`src/hdl/wqc_pkg.sv`:
```
// Types, constants and codes shared by the windowed quota counter.
package wqc_pkg;

    localparam int TIME_W        = 62;
    localparam int CNT_W         = 48;
    localparam int QT_W          = 2;
    localparam int NUM_TYPES_DEF = 4;
    localparam int CFG_ADDR_W    = 3;
    localparam int CFG_DATA_W    = 62;
    localparam int STEP_W        = $clog2(TIME_W);

    localparam logic [TIME_W-1:0] LEN_RST  = TIME_W'(1000000);
    localparam logic [TIME_W-1:0] TIME_MAX = '1;
    localparam logic [CNT_W-1:0]  CNT_MAX  = '1;

    typedef enum logic [1:0] {
        FUNC_ADD,
        FUNC_CHECK_ONE,
        FUNC_CHECK_ALL,
        FUNC_READ
    } t_func;

    typedef enum logic [CFG_ADDR_W-1:0] {
        CFG_LENGTH,
        CFG_PHASE,
        CFG_LIMIT0,
        CFG_LIMIT1,
        CFG_LIMIT2,
        CFG_LIMIT3
    } t_cfg_addr;

    typedef enum logic [2:0] {
        S_IDLE,
        S_ALIGN,
        S_START,
        S_PROBE,
        S_DIV,
        S_ROLL,
        S_FIN
    } t_state;

    typedef struct packed {
        t_func              func;
        logic [QT_W-1:0]    res_type;
        logic [CNT_W-1:0]   amount;
        logic               check_flag;
        logic [TIME_W-1:0]  stamp;
    } t_req;

    typedef struct packed {
        logic               exceeded;
        logic [QT_W-1:0]    exceeded_type;
        logic [CNT_W-1:0]   used_value;
        logic [CNT_W-1:0]   limit_value;
        logic [TIME_W-1:0]  interval_end;
        logic               counters_reset;
    } t_rsp;

endpackage

```
`src/hdl/windowed_quota_counter_core.sv`:
```
// Fixed-window quota counter: usage accounting with iterative window rollover.
//
//  channel  direction  handshake                     payload
//  req      in         i_req_valid / o_req_stall     i_req (t_req)
//  rsp      out        o_rsp_valid / i_rsp_stall     o_rsp (t_rsp)
//  cfg      in         i_cfg_we                      i_cfg_addr, i_cfg_wdata
//
//  An item without rollover passes S_START, S_PROBE and S_FIN, then is back in
//  S_IDLE; a bad type skips S_PROBE, and check-all probes each type it scans.
//  Each window rollover runs a 62-step restoring remainder unit in S_DIV, one bit
//  per cycle, then forms the new window end in S_ROLL; on check-all S_PROBE then
//  probes the cleared type again. The first item also passes the alignment state
//  S_ALIGN and may roll twice (alignment and quota rollover).
//  i_rst_n is synchronous, active low; it clears state, counters, limits and phase.
//  A result waits in the output register under i_rsp_stall; the next request is
//  accepted meanwhile and finishes once that register is free.
module windowed_quota_counter_core #(
    parameter int NUM_TYPES = wqc_pkg::NUM_TYPES_DEF
) (
    input  logic                              i_clk,
    input  logic                              i_rst_n,
    input  logic                              i_req_valid,
    output logic                              o_req_stall,
    input  wqc_pkg::t_req                     i_req,
    output logic                              o_rsp_valid,
    input  logic                              i_rsp_stall,
    output wqc_pkg::t_rsp                     o_rsp,
    input  logic                              i_cfg_we,
    input  logic [wqc_pkg::CFG_ADDR_W-1:0]    i_cfg_addr,
    input  logic [wqc_pkg::CFG_DATA_W-1:0]    i_cfg_wdata
);
    import wqc_pkg::*;

    localparam int TW = (NUM_TYPES > 1) ? $clog2(NUM_TYPES) : 1;
    localparam logic [TW-1:0] LAST_IDX = TW'(NUM_TYPES - 1);

    t_state               r_state, n_state;
    logic [TIME_W-1:0]    r_len, r_phase;
    logic [CNT_W-1:0]     r_lim [NUM_TYPES];
    logic [CNT_W-1:0]     r_cnt [NUM_TYPES];
    logic [CNT_W-1:0]     n_cnt [NUM_TYPES];
    logic [TIME_W-1:0]    r_wend, n_wend;
    logic                 r_aligned, n_aligned;
    t_req                 r_req, n_req;
    logic [TW-1:0]        r_idx, n_idx;
    logic                 r_exc, n_exc;
    logic [QT_W-1:0]      r_rt, n_rt;
    logic                 r_rst_flag, n_rst_flag;
    logic                 r_clr, n_clr;
    logic [TIME_W-1:0]    r_rem, n_rem;
    logic [TIME_W-1:0]    r_dvd, n_dvd;
    logic [STEP_W-1:0]    r_step, n_step;
    t_rsp                 r_rsp, n_rsp;
    logic                 r_rsp_valid, n_rsp_valid;

    logic                 is_all;
    logic                 type_ok;
    logic [TW-1:0]        qt_idx;
    logic [TW-1:0]        sel_idx;
    logic [CNT_W-1:0]     sel_cnt;
    logic [CNT_W-1:0]     sel_lim;
    logic                 over;
    logic                 due;
    logic                 probe_roll;
    logic [TIME_W-1:0]    dsr;
    logic [TIME_W:0]      rem_sh;
    logic                 rem_ge;
    logic [TIME_W:0]      rem_nx;
    logic [TIME_W:0]      end_sum;
    logic [TIME_W-1:0]    end_new;
    logic [CNT_W:0]       add_sum;
    logic [CNT_W-1:0]     add_sat;
    logic                 out_free;

    // shared datapath
    always_comb begin
        is_all  = (r_req.func == FUNC_CHECK_ALL);
        type_ok = ({1'b0, r_req.res_type} < (QT_W + 1)'(NUM_TYPES));
        qt_idx  = r_req.res_type[TW-1:0];
        if (is_all) begin
            sel_idx = (r_state == S_FIN) ? r_rt[TW-1:0] : r_idx;
        end else begin
            sel_idx = qt_idx;
        end
        sel_cnt = r_cnt[sel_idx];
        sel_lim = r_lim[sel_idx];
        over    = (sel_lim != '0) && (sel_cnt > sel_lim);
        due     = (r_req.stamp >= r_wend);
        if (r_req.func == FUNC_READ) begin
            probe_roll = due;
        end else begin
            probe_roll = over && due;
        end
        dsr     = (r_len == '0) ? TIME_W'(1) : r_len;
        rem_sh  = {r_rem, r_dvd[TIME_W-1]};
        rem_ge  = (rem_sh >= {1'b0, dsr});
        rem_nx  = rem_ge ? (rem_sh - {1'b0, dsr}) : rem_sh;
        end_sum = {1'b0, r_req.stamp} - {1'b0, r_rem} + {1'b0, dsr};
        end_new = end_sum[TIME_W] ? TIME_MAX : end_sum[TIME_W-1:0];
        add_sum = {1'b0, sel_cnt} + {1'b0, r_req.amount};
        add_sat = add_sum[CNT_W] ? CNT_MAX : add_sum[CNT_W-1:0];
        out_free = !r_rsp_valid || !i_rsp_stall;
    end

    // next state
    always_comb begin
        n_state = r_state;
        case (r_state)
            S_IDLE: begin
                if (i_req_valid) begin
                    n_state = r_aligned ? S_START : S_ALIGN;
                end
            end
            S_ALIGN: begin
                n_state = due ? S_DIV : S_START;
            end
            S_START: begin
                n_state = (!is_all && !type_ok) ? S_FIN : S_PROBE;
            end
            S_PROBE: begin
                if (probe_roll) begin
                    n_state = S_DIV;
                end else if (is_all && !over && (r_idx != LAST_IDX)) begin
                    n_state = S_PROBE;
                end else begin
                    n_state = S_FIN;
                end
            end
            S_DIV: begin
                n_state = (r_step == '0) ? S_ROLL : S_DIV;
            end
            S_ROLL: begin
                if (!r_clr) begin
                    n_state = S_START;
                end else begin
                    n_state = is_all ? S_PROBE : S_FIN;
                end
            end
            S_FIN: begin
                n_state = out_free ? S_IDLE : S_FIN;
            end
            default: begin
                n_state = S_IDLE;
            end
        endcase
    end

    // datapath and result
    always_comb begin
        n_cnt       = r_cnt;
        n_wend      = r_wend;
        n_aligned   = r_aligned;
        n_req       = r_req;
        n_idx       = r_idx;
        n_exc       = r_exc;
        n_rt        = r_rt;
        n_rst_flag  = r_rst_flag;
        n_clr       = r_clr;
        n_rem       = r_rem;
        n_dvd       = r_dvd;
        n_step      = r_step;
        n_rsp       = r_rsp;
        n_rsp_valid = r_rsp_valid && i_rsp_stall;
        case (r_state)
            S_IDLE: begin
                if (i_req_valid) begin
                    n_req      = i_req;
                    n_idx      = '0;
                    n_exc      = 1'b0;
                    n_rt       = '0;
                    n_rst_flag = 1'b0;
                    if (!r_aligned) begin
                        n_wend    = r_phase;
                        n_aligned = 1'b1;
                    end
                end
            end
            S_ALIGN: begin
                if (due) begin
                    n_rem  = '0;
                    n_dvd  = r_req.stamp - r_wend;
                    n_step = STEP_W'(TIME_W - 1);
                    n_clr  = 1'b0;
                end
            end
            S_START: begin
                if ((r_req.func == FUNC_ADD) && type_ok) begin
                    n_cnt[qt_idx] = add_sat;
                end
            end
            S_PROBE: begin
                if (probe_roll) begin
                    n_rem  = '0;
                    n_dvd  = r_req.stamp - r_wend;
                    n_step = STEP_W'(TIME_W - 1);
                    n_clr  = 1'b1;
                end else if (is_all) begin
                    if (over) begin
                        n_exc = 1'b1;
                        n_rt  = QT_W'(r_idx);
                    end else begin
                        n_idx = r_idx + TW'(1);
                    end
                end
            end
            S_DIV: begin
                n_rem  = rem_nx[TIME_W-1:0];
                n_dvd  = {r_dvd[TIME_W-2:0], 1'b0};
                n_step = r_step - STEP_W'(1);
            end
            S_ROLL: begin
                n_wend = end_new;
                if (r_clr) begin
                    n_rst_flag = 1'b1;
                    for (int k = 0; k < NUM_TYPES; k++) begin
                        n_cnt[k] = '0;
                    end
                    if (r_req.func == FUNC_ADD) begin
                        n_cnt[qt_idx] = r_req.amount;
                    end
                end
            end
            S_FIN: begin
                if (out_free) begin
                    n_rsp_valid          = 1'b1;
                    n_rsp.interval_end   = r_wend;
                    n_rsp.counters_reset = r_rst_flag;
                    if (is_all) begin
                        n_rsp.exceeded      = r_exc;
                        n_rsp.exceeded_type = r_rt;
                        n_rsp.used_value    = sel_cnt;
                        n_rsp.limit_value   = sel_lim;
                    end else begin
                        n_rsp.exceeded      = type_ok && over &&
                            ((r_req.func != FUNC_ADD) || r_req.check_flag);
                        n_rsp.exceeded_type = r_req.res_type;
                        n_rsp.used_value    = type_ok ? sel_cnt : '0;
                        n_rsp.limit_value   = type_ok ? sel_lim : '0;
                    end
                end
            end
            default: begin
                n_rsp_valid = r_rsp_valid && i_rsp_stall;
            end
        endcase
    end

    always_ff @(posedge i_clk) begin
        if (!i_rst_n) begin
            r_state     <= S_IDLE;
            r_len       <= LEN_RST;
            r_phase     <= '0;
            for (int k = 0; k < NUM_TYPES; k++) begin
                r_lim[k] <= '0;
                r_cnt[k] <= '0;
            end
            r_wend      <= '0;
            r_aligned   <= 1'b0;
            r_rsp_valid <= 1'b0;
        end else begin
            r_state     <= n_state;
            r_cnt       <= n_cnt;
            r_wend      <= n_wend;
            r_aligned   <= n_aligned;
            r_rsp_valid <= n_rsp_valid;
            if (i_cfg_we) begin
                if (i_cfg_addr == CFG_LENGTH) begin
                    r_len <= i_cfg_wdata[TIME_W-1:0];
                end
                if (i_cfg_addr == CFG_PHASE) begin
                    r_phase <= i_cfg_wdata[TIME_W-1:0];
                end
                for (int k = 0; k < NUM_TYPES; k++) begin
                    if (i_cfg_addr == (CFG_LIMIT0 + CFG_ADDR_W'(k))) begin
                        r_lim[k] <= i_cfg_wdata[CNT_W-1:0];
                    end
                end
            end
        end
    end

    always_ff @(posedge i_clk) begin
        r_req      <= n_req;
        r_idx      <= n_idx;
        r_exc      <= n_exc;
        r_rt       <= n_rt;
        r_rst_flag <= n_rst_flag;
        r_clr      <= n_clr;
        r_rem      <= n_rem;
        r_dvd      <= n_dvd;
        r_step     <= n_step;
        r_rsp      <= n_rsp;
    end

    assign o_req_stall = (r_state != S_IDLE);
    assign o_rsp_valid = r_rsp_valid;
    assign o_rsp       = r_rsp;

    a_aligned_holds: assert property (@(posedge i_clk) disable iff (!i_rst_n)
        r_aligned |=> r_aligned)
        else $error("window alignment lost");

    a_roll_past_time: assert property (@(posedge i_clk) disable iff (!i_rst_n)
        (r_state == S_ROLL) |=> ((r_wend > r_req.stamp) || (r_wend == TIME_MAX)))
        else $error("rolled window end not past current time");

    a_rem_bound: assert property (@(posedge i_clk) disable iff (!i_rst_n)
        (r_state == S_DIV) |-> (r_rem < dsr))
        else $error("remainder not below window length");

    a_exceeded_over: assert property (@(posedge i_clk) disable iff (!i_rst_n)
        (r_rsp_valid && r_rsp.exceeded) |-> (r_rsp.used_value > r_rsp.limit_value))
        else $error("exceeded reported with usage within limit");

endmodule

```
`config.mk`:
```
export PLATFORM = sky130hd
export DESIGN_NAME = windowed_quota_counter_core
export DESIGN_NICKNAME = d
export VERILOG_FILES = /design/src/hdl/wqc_pkg.sv /design/src/hdl/windowed_quota_counter_core.sv
export SDC_FILE = /design/constraint.sdc
export NUM_CORES = 2
export LEC_CHECK = 0
export ABC_AREA = 0
export BUFFER_PORTS_ARGS = -buffer_cell sky130_fd_sc_hd__buf_4
export CAP_MARGIN = 20
export CORE_UTILIZATION = 65
export CTS_BUF_LIST = sky130_fd_sc_hd__clkbuf_8
export CTS_CLUSTER_DIAMETER = 120
export DETAILED_ROUTE_END_ITERATION = 16
export PLACE_DENSITY = 0.85
export SYNTH_ARGS = -nofsm -noshare
export SYNTH_HDL_FRONTEND = slang
export SYNTH_SLANG_ARGS = --single-unit
```
`constraint.sdc`:
```
create_clock -name i_clk -period 25.4 [get_ports i_clk]
set_input_delay 1.27 -clock i_clk [delete_from_list [all_inputs] [get_ports i_clk]]
set_output_delay 1.27 -clock i_clk [all_outputs]
set_load 0.1 [all_outputs]
```
Yosys cells after proc, flatten, opt, wreduce, memory -nomap -nowiden:

Memory sizes are Yosys's and may differ from the RTL's.
Cells that the tools add are included.

* memories: 1
* output and inout bits: 164
* bits in latches: 0
* memory bits (read-only): 0
* memory bits (writable): 192
* word-level logic and storage cells: 192
* input port bits: 185
* register bits after elaboration: 797

Memories
* r_lim: words 4, bits a word 48, read ports 1, clocked after Yosys merged registers in 0, write ports 4, line windowed_quota_counter_core.sv:39 `logic [CNT_W-1:0] r_lim [NUM_TYPES];`

* reduce and logical (&&, ||, !) cells: 36
* bitwise operators: 7
* div/mod/pow operators: 0
* shifts and indexed selects: 0
* add/subtract/negate cells: 7
* mux-type cells: 82
* multiply operators: 0
* eq/ne operators: 24
* magnitude comparators: 6

Operators with widths (number)
* two-way mux 192 bit: 3
* two-way mux 62 bit: 9
* two-way mux 48 bit: 8
* case mux 192 bit (2 select lines): 1
* case mux 62 bit (3 select lines): 2
* bitwise AND 192 bit: 1
* bitwise mux 192 bit: 1
* case mux 62 bit (2 select lines): 1
* subtractor 62 bit: 2
* two-way mux 99 bit: 1
* binary-select mux 48 bit (select 2 bit): 1
* demux 48 bit (select 2 bit): 1
* adder 63 x 62 -> 63 bit: 1
* >= comparator 63 x 62 -> 1 bit: 1
* subtractor 62 x 62 -> 63 bit: 1
* >= comparator 62 bit: 1
* logical NOT 62 bit: 1
* adder 48 x 48 -> 49 bit: 1
* greater-than comparator 48 bit: 1
* nonzero test 48 bit: 1
* two-way mux 1 bit: 28
* inequality test 2 bit (second input constant): 11
* two-way mux 3 bit: 7
* case mux 3 bit (7 select lines): 1
* 26 further kinds: 76

Depth between registers and ports, before layout:

* word-level depth: 15
* depth in mapped cells: 29
* depth with buffers taken out: 22

Worst setup path before layout:

No wires, ideal clock.

* kind: register to register
* start point: reg r_state[2]
* end point: reg r_dvd[0], enable pin
* data arrival time: 13.960 ns
* clock period less this slack: 14.769 ns
* setup time: 0.809 ns
* buffers on the path: 4
* path slack: 10.631 ns
* data required time: 24.591 ns
* cell stages (with the launch flop): 22
* cell sequence: dfxtp_1 -> inv_2 -> or3_1 -> buf_6 -> mux2i_1 -> o21a_1 -> buf_6 -> buf_4 -> buf_1 -> mux4_2 -> ha_1 -> nand4_1 -> nor2_1 -> nand3_1 -> nor3_1 -> o21ai_0 -> a21oi_1 -> a2111oi_0 -> a311oi_2 -> nand2b_4 -> nor2_1 -> o31ai_1

* cells in the longest elaborated chain, start to end: 13
* elaborated cells between the ends (all ways): 20
* classes of those cells: 1 x order compare; 6 x eq/ne; 6 x mux; 1 x bitwise; 5 x reduce/logical; 1 x memory

RTL lines
* start, declared: line windowed_quota_counter_core.sv:37 `t_state r_state, n_state;`
* start signal, assigned: line windowed_quota_counter_core.sv:261 `r_state <= n_state;`
* == test 3 bit: line windowed_quota_counter_core.sv:81 `sel_idx = (r_state == S_FIN) ? r_rt[TW-1:0] : r_idx;`
* two-way mux 2 bit: line windowed_quota_counter_core.sv:81
* two-way mux 2 bit: line windowed_quota_counter_core.sv:80 `if (is_all) begin`
* NOT 2 -> 3 bit (implied by the code): line windowed_quota_counter_core.sv:85 `sel_cnt = r_cnt[sel_idx];`
* binary-select mux 48 bit (select 2 bit): line windowed_quota_counter_core.sv:85
* two-way mux 48 bit (implied by the code) (2 in series): line windowed_quota_counter_core.sv:85
* via sel_cnt[29]: line windowed_quota_counter_core.sv:60 `logic [CNT_W-1:0] sel_cnt;`
* greater-than comparator 48 bit: line windowed_quota_counter_core.sv:87 `over = (sel_lim != '0) && (sel_cnt > sel_lim);`
* logical AND 1 bit: line windowed_quota_counter_core.sv:87
* logical AND 1 bit: line windowed_quota_counter_core.sv:92 `probe_roll = over && due;`
* two-way mux 1 bit: line windowed_quota_counter_core.sv:89 `if (r_req.func == FUNC_READ) begin`
* inequality test 2 bit (no source line)
* AND reduction 3 bit (no source line)
* end signal, assigned: line windowed_quota_counter_core.sv:290 `r_dvd <= n_dvd;`
* end, declared: line windowed_quota_counter_core.sv:51 `logic [TIME_W-1:0] r_dvd, n_dvd;`

The timed path passes the listed nets, and every way through them passes these cells. The select of a mux whose other input is x is not followed.
A chain may end at the register's enable or synchronous reset.

Worst setup path after layout:

* start point: reg r_state[1]
* end point: reg r_rem[37], enable pin

* cells in the longest elaborated chain, start to end: 13
* elaborated cells between the ends (all ways): 20
* classes of those cells: 1 x order compare; 6 x eq/ne; 6 x mux; 1 x bitwise; 5 x reduce/logical; 1 x memory

RTL lines
* == test 3 bit: line windowed_quota_counter_core.sv:81
* two-way mux 2 bit: line windowed_quota_counter_core.sv:81
* two-way mux 2 bit: line windowed_quota_counter_core.sv:80
* NOT 2 -> 3 bit (implied by the code): line windowed_quota_counter_core.sv:85
* binary-select mux 48 bit (select 2 bit): line windowed_quota_counter_core.sv:85
* two-way mux 48 bit (implied by the code) (2 in series): line windowed_quota_counter_core.sv:85
* via sel_cnt[13]: line windowed_quota_counter_core.sv:60
* greater-than comparator 48 bit: line windowed_quota_counter_core.sv:87
* logical AND 1 bit: line windowed_quota_counter_core.sv:87
* logical AND 1 bit: line windowed_quota_counter_core.sv:92
* two-way mux 1 bit: line windowed_quota_counter_core.sv:89
* inequality test 2 bit (no source line)
* AND reduction 3 bit (no source line)
* end signal, assigned: line windowed_quota_counter_core.sv:289 `r_rem <= n_rem;`
* end, declared: line windowed_quota_counter_core.sv:50 `logic [TIME_W-1:0] r_rem, n_rem;`

The timed path passes the listed nets, and every way through them passes these cells. The select of a mux whose other input is x is not followed.

==> flow_summary.yaml <==
status:
  status: "finished, final reports clean"
global_route:
  busiest_layer: "met2"
  grt.overflow.total: 0
  grt_usage: 0.3962
  grtUsageMet2: 0.5985
  grt.met3_usage: 0.08898
  grt_max_degree: 94
  grt_pass1_wl_um: 257800
  grt_pass1_vias: 44110
  use_met1: 0.5275
  antenna_found_initial: 15
cells_and_area:
  seq_area_um2: 25860
  final_nets: 6352
  multi_input_area_um2: 26240
  mostFrequentLayoutCell: "nand2_1"
  mostFrequentLayoutCells: "nand2_1, edfxtp_1, a21oi_1"
  post-route-util: 0.7432
  fillers: 5821
  stdcell_area_um2: 61420
  syn_to_final_growth_pct: 12.46
  drive_gt1_frac: 0.1318
power:
  ir_drop_uv: 66.95
  p_leak_nw: 25.03
  p_per_area_nw_per_um2: 91.85
  p_total_mw: 5.641
flow_run:
  maxCapViolCount: 0
logic_synthesis:
  ys_seq_area_frac: 0.4736
  synth_ff_type: "edfxtp_1"
  synth-async-reset-ratio: 0
  synth_edf_count: 606
  ys_ff_latch: 989
  yosysWarnings: 0
  synth.avg_cell_area_um2: 9.868
  yosysUniqueCellTypes: 83
  syn-num-nets: 6069
  synthCells: 5534
  syn_area_um2: 54610
hold_path:
  min_delay_path_depth: 0
  hp-class: "flip-flop to flip-flop"
floorplanning:
  die_y_um: 291.9
  num_rows: 105
  dieArea_um2: 85180
  die_w_um: 291.9
  fp.coreArea_um2: 82640
  ios: 349
  start_util: 0.6609
worst_setup_path:
  path_max_fanout: 76
  max_stage_delay_ps: 800
  rr_worst_depth: 22
  cp_data_required_time_ps: 25880
  crit_slowest_cell: "buf_4"
  cp_common_cell: "buf_4"
  crit_path_cell_trace: "inv_2, or3_1, mux2i_1, o21a_4, buf_4, buf_4, mux4_2, ha_1, nand4_1, nor2_1, and3_1, o21ai_0, a21oi_1, o21ai_0, a21oi_1, a2111oi_0, a311oi_2, nand2b_4, nor2_1, o31ai_4, buf_4, buf_4"
  crit_type: "flip-flop to flip-flop"
  start_kind: "flip-flop"
  worst_setup_path_end_kind: "flip-flop"
  crit_arrival_ps: 9620
timing:
  setup_slack_ps: 16260
  fin_crit_sh: 0.3600
  setup_viol: 0
  hold_viol: 0
  timing.slew.headroom: 0.2240
  fin_setup_tns_ps: 0
  drv_slew: 0
  layout_min_cycle_time_ps: 9143
  finalClockSkew_ps: 56.40
  rsz0062_at_grt: "false"
  max_freq_mhz: 109.4
  tightest_slew_ps: 1164
clock_tree:
  clock_latency_ps: 900
  clock-sinks: 989
  hold_buffers: 0
  cts-htree-levels: 4
  clkTransAtPathRegs_ps: 60
  postCtsSetupBuffers: 0
  cts_buffer_depth: 3
  cts_buffers: 165
  cts_root_buffer: "clkbuf_8"
  cts_tree: "done"
  cts_resized: 0
routing:
  antenna_left: 0
  drt_wl_total_um: 170100
  initialDrtViolationCount: 4916
  drt-vias-per-instance: 6.436
  vias: 45320
  drc_errors: 0
  avgRoutedWirePerCell_um: 24.16
  drt_first_pass_iters: 6
placement:
  place_hpwl_um: 120900
  gp_congestion: 0.9856
  place_area_um2: 58020
  place_ws_ps: 16310
  io_buffers: 348
## final timing paths
path / from / endpoint / slack [ps]
setup / recovery: r_state[1] / r_rem[37] / 16260
hold / removal: r_rst_flag / o_rsp[0] / 430
setup reg to reg: r_state[1] / r_rem[37] / 16260
hold reg to reg: r_rst_flag / o_rsp[0] / 430
## metrics by stage
step           hold WS (ps)  std cells
2_1_floorplan         400.3       5534
3_3_place_gp          421.1       6718
3_5_place_dp          408.6       6718
4_1_cts               433.9       7025
5_1_grt               439.3       7039
6_report              428.0       7042
## power breakdown
group,switching (mW),internal [mW]
combinational,1.38,0.782
clock,0.692,0.737
sequential,0.123,1.93
## layer usage
layer  part of all wire  up-vias
met1               0.39    21640
met5            0.00012        -
met2               0.44     2731
met4              0.057        4
li1                   -    20440
met3               0.11      513
## sequential cells by signal, indices dropped and copies added (netlist names), 2 cells and up
| name | count |
|---|---|
| o_rsp | 162 |
| qt_idx | 2 |
| r_cnt | 192 |
| r_dvd | 62 |
| r_idx | 2 |
| r_len | 62 |
| r_lim | 192 |
| r_phase | 62 |
| r_rem | 62 |
| r_req | 113 |
| r_rt | 2 |
| r_state | 3 |
| r_step | 6 |
| r_wend | 62 |
## cell usage after synthesis, types with 8 or more instances
cell	n	area, um^2
a221oi_1	12	105.1
nand2_1	775	2909
a221o_1	8	80.08
o221ai_1	58	508.0
nor2b_1	38	237.7
nor4_1	37	231.5
buf_1	17	63.81
nor3_1	55	275.3
a21oi_1	523	2618
o21bai_1	42	315.3
and2_1	208	1301
a211oi_1	27	202.7
ha_1	285	3566
fa_1	65	1301
clkbuf_1	240	900.9
dfxtp_1	383	7667
a31o_2	13	113.9
o21ai_0	239	1196
xor2_1	83	727.0
o31a_1	13	113.9
nand2b_1	39	244.0
o22ai_1	8	50.05
o211ai_1	19	142.6
inv_1	414	1554
or3_1	19	118.9
xnor2_1	130	1139
a32o_1	9	90.09
and4_1	8	70.07
nand3_1	60	300.3
o21a_1	24	180.2
buf_2	20	100.1
o21ai_1	119	595.6
nand4_1	59	369.1
a31oi_1	80	500.5
and3_1	37	231.5
o31ai_1	24	180.2
mux4_2	92	2072
a21o_1	180	1351
a22o_1	44	385.4
nor2_1	294	1104
edfxtp_1	606	18200
## final cells by class
type,count,area share
repair buffers,401,0.04928
flip-flops and latches,989,0.4211
inverters,417,0.02565
multi-input cells,3843,0.4273
diodes,15,0.0006112
clock inverters,120,0.01233
clock buffers,187,0.04191
well taps,1070,0.02180
## logic make-up after synthesis
group | count (synthesis) | share of synthesized area
XOR/XNOR | 213 | 0.03416
AO/OA/AOI/OAI | 1518 | 0.1727
buffers and inverters | 702 | 0.04990
AND/OR/NAND/NOR | 1659 | 0.1396
flip-flops | 989 | 0.4736
multiplexers | 103 | 0.04090
adder cells (fa/ha/maj) | 350 | 0.08912
## worst max-delay path: cells and delay by family (launching register included)
kind,cells,cell delay (ps)
AO/OA/AOI/OAI,8,1870
adder cells (fa/ha/maj),1,340
buffers and inverters,5,3240
flip-flops,1,670
multiplexers,2,920
AND/OR/NAND/NOR,6,1390
Note: power is estimated with default switching activity, not from simulation.
